$ cat src/hdl/plb_pkg.sv
// Shared types and mode codes for the pixel layer blend unit.
package plb_pkg;

    localparam logic [1:0] MODE_MULTIPLY = 2'd0;
    localparam logic [1:0] MODE_SUBTRACT = 2'd1;
    localparam logic [1:0] MODE_SCREEN   = 2'd2;
    localparam logic [1:0] MODE_OVERLAY  = 2'd3;

    localparam logic [7:0] BYTE_MAX      = 8'd255;
    localparam logic [7:0] OVERLAY_SPLIT = 8'd127;

    typedef struct packed {
        logic [7:0] top_value;
        logic [7:0] bottom_value;
        logic       last_in;
    } in_beat_t;

    typedef struct packed {
        logic [7:0] blended_value;
        logic       last_out;
    } out_beat_t;

endpackage

$ cat src/hdl/pixel_layer_blend_unit.sv
// Pixel layer blend unit: per-byte multiply, subtract, screen and overlay blends.
//
//  channel   ports                     handshake
//  -------   -----------------------   ---------------------------------
//  input     start, busy, in_beat      beat taken when start && !busy
//  result    done, result              beat valid for one cycle on done
//  config    cfg_wr_en, cfg_wr_data    blend_mode written when cfg_wr_en
//
// One beat enters every cycle; busy is always low.
// The accepting edge loads the input register; the beat then passes through
// the multiply stage register and the divide-by-255 output register, and done
// is high while the output register holds it.
// The receiver cannot stall, so the pipeline never holds a beat back.
// rst_n clears the valid bits and the blend mode.
module pixel_layer_blend_unit (
    input  logic                clk,
    input  logic                rst_n,
    input  logic                start,
    output logic                busy,
    input  plb_pkg::in_beat_t   in_beat,
    output logic                done,
    output plb_pkg::out_beat_t  result,
    input  logic                cfg_wr_en,
    input  logic [1:0]          cfg_wr_data
);
    import plb_pkg::*;

    logic [1:0]  mode_reg;

    logic        s1_valid_reg;
    in_beat_t    s1_beat_reg;

    logic        s2_valid_reg;
    logic [16:0] s2_num_reg;
    logic [16:0] s2_num_next;
    logic        s2_invert_reg;
    logic        s2_invert_next;
    logic        s2_sub_sel_reg;
    logic [7:0]  s2_diff_reg;
    logic [7:0]  s2_diff_next;
    logic        s2_last_reg;

    logic        out_valid_reg;
    out_beat_t   out_beat_reg;
    out_beat_t   out_beat_next;

    logic [7:0]  op_a;
    logic [7:0]  op_b;
    logic        dbl;
    logic [15:0] product;

    logic [17:0] m_val;
    logic [17:0] q_est;
    logic [17:0] rem;
    logic [17:0] q_fix;
    logic [7:0]  rounded;

    assign busy = 1'b0;

    // Operand selection and the one multiply of the blend.
    always_comb
    begin
        op_a           = s1_beat_reg.top_value;
        op_b           = s1_beat_reg.bottom_value;
        dbl            = 1'b0;
        s2_invert_next = 1'b0;
        case (mode_reg)
            MODE_MULTIPLY:
            begin
                op_a = s1_beat_reg.top_value;
                op_b = s1_beat_reg.bottom_value;
            end
            MODE_SUBTRACT:
            begin
                op_a = s1_beat_reg.top_value;
                op_b = s1_beat_reg.bottom_value;
            end
            MODE_SCREEN:
            begin
                op_a           = BYTE_MAX - s1_beat_reg.top_value;
                op_b           = BYTE_MAX - s1_beat_reg.bottom_value;
                s2_invert_next = 1'b1;
            end
            MODE_OVERLAY:
            begin
                dbl = 1'b1;
                if (s1_beat_reg.bottom_value > OVERLAY_SPLIT)
                begin
                    op_a           = BYTE_MAX - s1_beat_reg.top_value;
                    op_b           = BYTE_MAX - s1_beat_reg.bottom_value;
                    s2_invert_next = 1'b1;
                end
            end
            default:
            begin
                op_a = s1_beat_reg.top_value;
                op_b = s1_beat_reg.bottom_value;
            end
        endcase
        product      = op_a * op_b;
        s2_num_next  = dbl ? {product, 1'b0} : {1'b0, product};
        s2_diff_next = (s1_beat_reg.bottom_value > s1_beat_reg.top_value)
                       ? (s1_beat_reg.bottom_value - s1_beat_reg.top_value) : 8'd0;
    end

    // Rounded n/255 equals floor((n + 127)/255) since no tie can occur.
    // The shift estimate is at most one low, so one compare corrects it.
    always_comb
    begin
        m_val   = {1'b0, s2_num_reg} + 18'd127;
        q_est   = (m_val + (m_val >> 8) + (m_val >> 16)) >> 8;
        rem     = m_val - ((q_est << 8) - q_est);
        q_fix   = (rem >= 18'd255) ? (q_est + 18'd1) : q_est;
        rounded = s2_invert_reg ? (BYTE_MAX - q_fix[7:0]) : q_fix[7:0];
        out_beat_next.blended_value = s2_sub_sel_reg ? s2_diff_reg : rounded;
        out_beat_next.last_out      = s2_last_reg;
    end

    always_ff @(posedge clk or negedge rst_n)
    begin
        if (!rst_n)
        begin
            mode_reg      <= MODE_MULTIPLY;
            s1_valid_reg  <= 1'b0;
            s2_valid_reg  <= 1'b0;
            out_valid_reg <= 1'b0;
        end
        else
        begin
            if (cfg_wr_en)
            begin
                mode_reg <= cfg_wr_data;
            end
            s1_valid_reg  <= start && !busy;
            s2_valid_reg  <= s1_valid_reg;
            out_valid_reg <= s2_valid_reg;
        end
    end

    always_ff @(posedge clk)
    begin
        if (start && !busy)
        begin
            s1_beat_reg <= in_beat;
        end
        if (s1_valid_reg)
        begin
            s2_num_reg     <= s2_num_next;
            s2_invert_reg  <= s2_invert_next;
            s2_sub_sel_reg <= (mode_reg == MODE_SUBTRACT);
            s2_diff_reg    <= s2_diff_next;
            s2_last_reg    <= s1_beat_reg.last_in;
        end
        if (s2_valid_reg)
        begin
            out_beat_reg <= out_beat_next;
        end
    end

    assign done   = out_valid_reg;
    assign result = out_beat_reg;

endmodule

$ cat config.mk
export PLATFORM = sky130hd
export DESIGN_NAME = pixel_layer_blend_unit
export DESIGN_NICKNAME = d
export VERILOG_FILES = /design/src/hdl/plb_pkg.sv /design/src/hdl/pixel_layer_blend_unit.sv
export SDC_FILE = /design/constraint.sdc
export NUM_CORES = 1
export LEC_CHECK = 0
export BUFFER_PORTS_ARGS = -buffer_cell sky130_fd_sc_hd__buf_4
export CAP_MARGIN = 20
export CELL_PAD_IN_SITES_DETAIL_PLACEMENT = 2
export CELL_PAD_IN_SITES_GLOBAL_PLACEMENT = 2
export CORE_ASPECT_RATIO = 1.5
export CORE_MARGIN = 3
export CORE_UTILIZATION = 43
export CTS_CLUSTER_DIAMETER = 150
export DETAILED_ROUTE_END_ITERATION = 12
export GPL_ROUTABILITY_DRIVEN = 0
export PLACE_DENSITY_LB_ADDON = 0.1
export SYNTH_ARGS = -nofsm -noshare
export SYNTH_HDL_FRONTEND = slang
export SYNTH_SLANG_ARGS = --single-unit
export TNS_END_PERCENT = 30
$ cat constraint.sdc
create_clock -name clk -period 22.1 [get_ports clk]
set_clock_uncertainty 0.1 [all_clocks]
set_input_delay 6.63 -clock clk [delete_from_list [all_inputs] [get_ports clk]]
set_output_delay 6.63 -clock clk [all_outputs]
set_load 0.01 [all_outputs]
==> impl_metrics.csv <==
group,metric,value,unit
sta,fmax,114,MHz
placement,hpwl,20300,um
critical_path,r2r_slack,13.30,ns
global_route,grt_start_max_net_pins,33,
drt,wire_per_inst,26.2,um
sta,rsz0062_at_grt,"false",
clock_network,htreeDepth,3,
synthesis,yosysSeqAreaShare,0.241,
outcome,status,"completed",
critical_path,setup.worst_path.end_class,"flop",
placement,port_buffers,32,
drt,post_drt_via_cell_ratio,6.16,
critical_path,cpMostUsedCell,"ha_1",
global_route,grt_overflow_total,0,
die,placementRows,57,
sta,worstMarginPinSlew,0.991,ns
clock_network,clk_latency,0.34,ns
clock_network,cts_resized,0,
critical_path,reg2reg_from,"s2_num_reg[5]$_DFFE_PP_",
finish,num_antenna_cells,0,
synthesis,synth_area_leaders,"edfxtp_1 22%, ha_1 16%, fa_1 11%",
drt,vias,6587,
clock_network,cts_setup_buffers,0,
drt,routed_wl,28000,um
die,die_x,112,um
die,initial_core_util,0.442,
critical_path,crit_path_end,"result[1]$_DFFE_PP_",
finish,utilization,0.486,
critical_path,critPathRequiredTime,22.09,ns
critical_path,crit_buf_inv,2,
finish,mostFrequentLayoutCells,"121 x inv_1, 95 x ha_1, 67 x nor2_1",
finish,multi_input_area,4930,um^2
critical_path,critPathLaunchType,"flop",
sta,fin_crit,8.80,ns
sta,tns,0,ns
sta,final_max_slew_viol_count,0,
finish,syn2layout_area_growth,10.0,%
critical_path,crit_cells,28,
clock_network,clockBufferDepth,2,
synthesis,syn-num-nets,999,
drt,drtIter0Drc,403,
clock_network,cts-root-buf,"clkbuf_16",
clock_network,cts_num_sinks,59,
run,max_cap_viol_count,0,
synthesis,synth.avg_cell_area,8.62,um^2
critical_path,reg2reg_to,"result[1]$_DFFE_PP_",
critical_path,cpPeakStageDelay,0.62,ns
synthesis,yosys_most_used_dff,"edfxtp_1",
critical_path,crit_slowest_cell,"or4b_1",
critical_path,critPathLaunch,"s2_num_reg[5]$_DFFE_PP_",
critical_path,cp_max_fo,6,
synthesis,async_reset_ff_frac,0.0847,
sta,maxSlewHeadroom,0.335,
synthesis,synth_edf_count,54,
synthesis,synth_top_area_frac,0.224,
drt,drt_pass1_iterations,5,
die,die-height,165,um
finish,ff_latch_area,1750,um^2
sta,setup_viol,0,
finish,nets,1017,
synthesis,synth_area_leader_cell,"edfxtp_1",
synthesis,synth_cells,841,
clock_network,clk_pin_slew,0.06,ns
sta,hold_violations,0,
clock_network,tritoncts,"yes",
synthesis,synth_seq_cells,59,
synthesis,ys_warn_count,0,
critical_path,arrival,8.79,ns
critical_path,cpLargestDelayFamily,"simple AND/OR/NAND/NOR gates",
finish,layout_commonest_cell,"inv_1",
finish,fillCellCount,1841,
global_route,grt_pass1_wl,42800,um
clock_network,cts_hold_buf,0,
global_route,grt_usage,0.302,
synthesis,yosysUniqueCellTypes,70,
drt,ant_nets,0,
synthesis,syn-cell-area,7250,um^2
sta,period_share,0.398,
die,io_pins,34,
global_route,antenna_found_initial,0,
drt,post-route-drc-count,0,
critical_path,worst-setup-path-type,"flop to flop",
hold_path,min_from,"s2_last_reg$_DFFE_PP_",
hold_path,worstHoldPathType,"flop to flop",
clock_network,cts_buffers,9,
die,core_area,16400,um^2
critical_path,r2r_cells,28,
global_route,grt_pass1_vias,7610,
die,die_area,18500,um^2
finish,drive_gt1_frac,0.0822,
-- layout make-up --
class                   instances  area share
clock inverters                 4     0.00627
multi-input cells             633       0.618
repair buffers                 35      0.0351
inverters                     121      0.0569
clock buffers                  12      0.0321
well taps                     206      0.0323
flip-flops and latches         59       0.219
-- cells in the mapped netlist, types with 5 or more instances --
master,count
inv_1,121
ha_1,95
nor2_1,67
nand2_1,65
o21ai_0,62
a21oi_1,56
edfxtp_1,54
fa_1,40
xnor2_1,33
clkbuf_1,26
nand3_1,25
nor3_1,24
xor2_1,16
a21o_1,14
and2_1,11
and3_1,9
nand2b_1,9
nand4_1,7
nor2b_1,7
o21a_1,7
dfrtp_1,5
o31ai_1,5
or2_2,5
-- worst min-delay path by stage --
| stage | to | slack (ns) | depth (start not counted) |
|---|---|---|---|
| 6_report | result[0]$_DFFE_PP_ | 0.35 | 0 |
| 5_1_grt | s2_last_reg$_DFFE_PP_ | 0.35 | 0 |
| 4_1_cts | s2_last_reg$_DFFE_PP_ | 0.34 | 0 |
| 3_5_place_dp | result[0]$_DFFE_PP_ | 0.34 | 0 |
| 3_3_place_gp | result[0]$_DFFE_PP_ | 0.31 | 0 |
| 2_1_floorplan | result[0]$_DFFE_PP_ | 0.30 | 0 |
-- cells by family (layout without fill, tap and decap cells) --
group           count (synthesis)  in the layout  share of synthesized area
simple gates                  260            260                      0.183
compound gates                182            182                      0.152
buf+inv                       149            172                     0.0787
fa+ha+maj                     135            135                      0.274
flops                          59             59                      0.241
xor+xnor                       51             51                     0.0645
mux                             4              4                    0.00587
other cells                     1              1                   0.000517
-- routing by layer --
layer  vias up  wire length, um  part of all wire  global-route usage
met5         -                0                 0                   0
met4         0             2050             0.073               0.201
met3       127              750             0.027              0.0390
met2       202            15700              0.56               0.599
met1      3318             9490              0.34               0.285
li1       2940                -                 -                   -
-- stage by stage --
| stage | cells | instance area, um^2 | worst slack [ns] | hold slack (ns) |
|---|---|---|---|---|
| floorplan | 841 | 7250 | 14.71 | 0.300 |
| global placement | 1052 | 7640 | 14.14 | 0.305 |
| detailed placement | 1052 | 7640 | 13.48 | 0.344 |
| CTS | 1068 | 7950 | 13.27 | 0.338 |
| global route | 1070 | 7980 | 12.73 | 0.348 |
| finish | 1070 | 7980 | 13.30 | 0.349 |
Power is not shown: default switching activity piles up to over one toggle a cycle in this logic, so the estimate is an artifact.
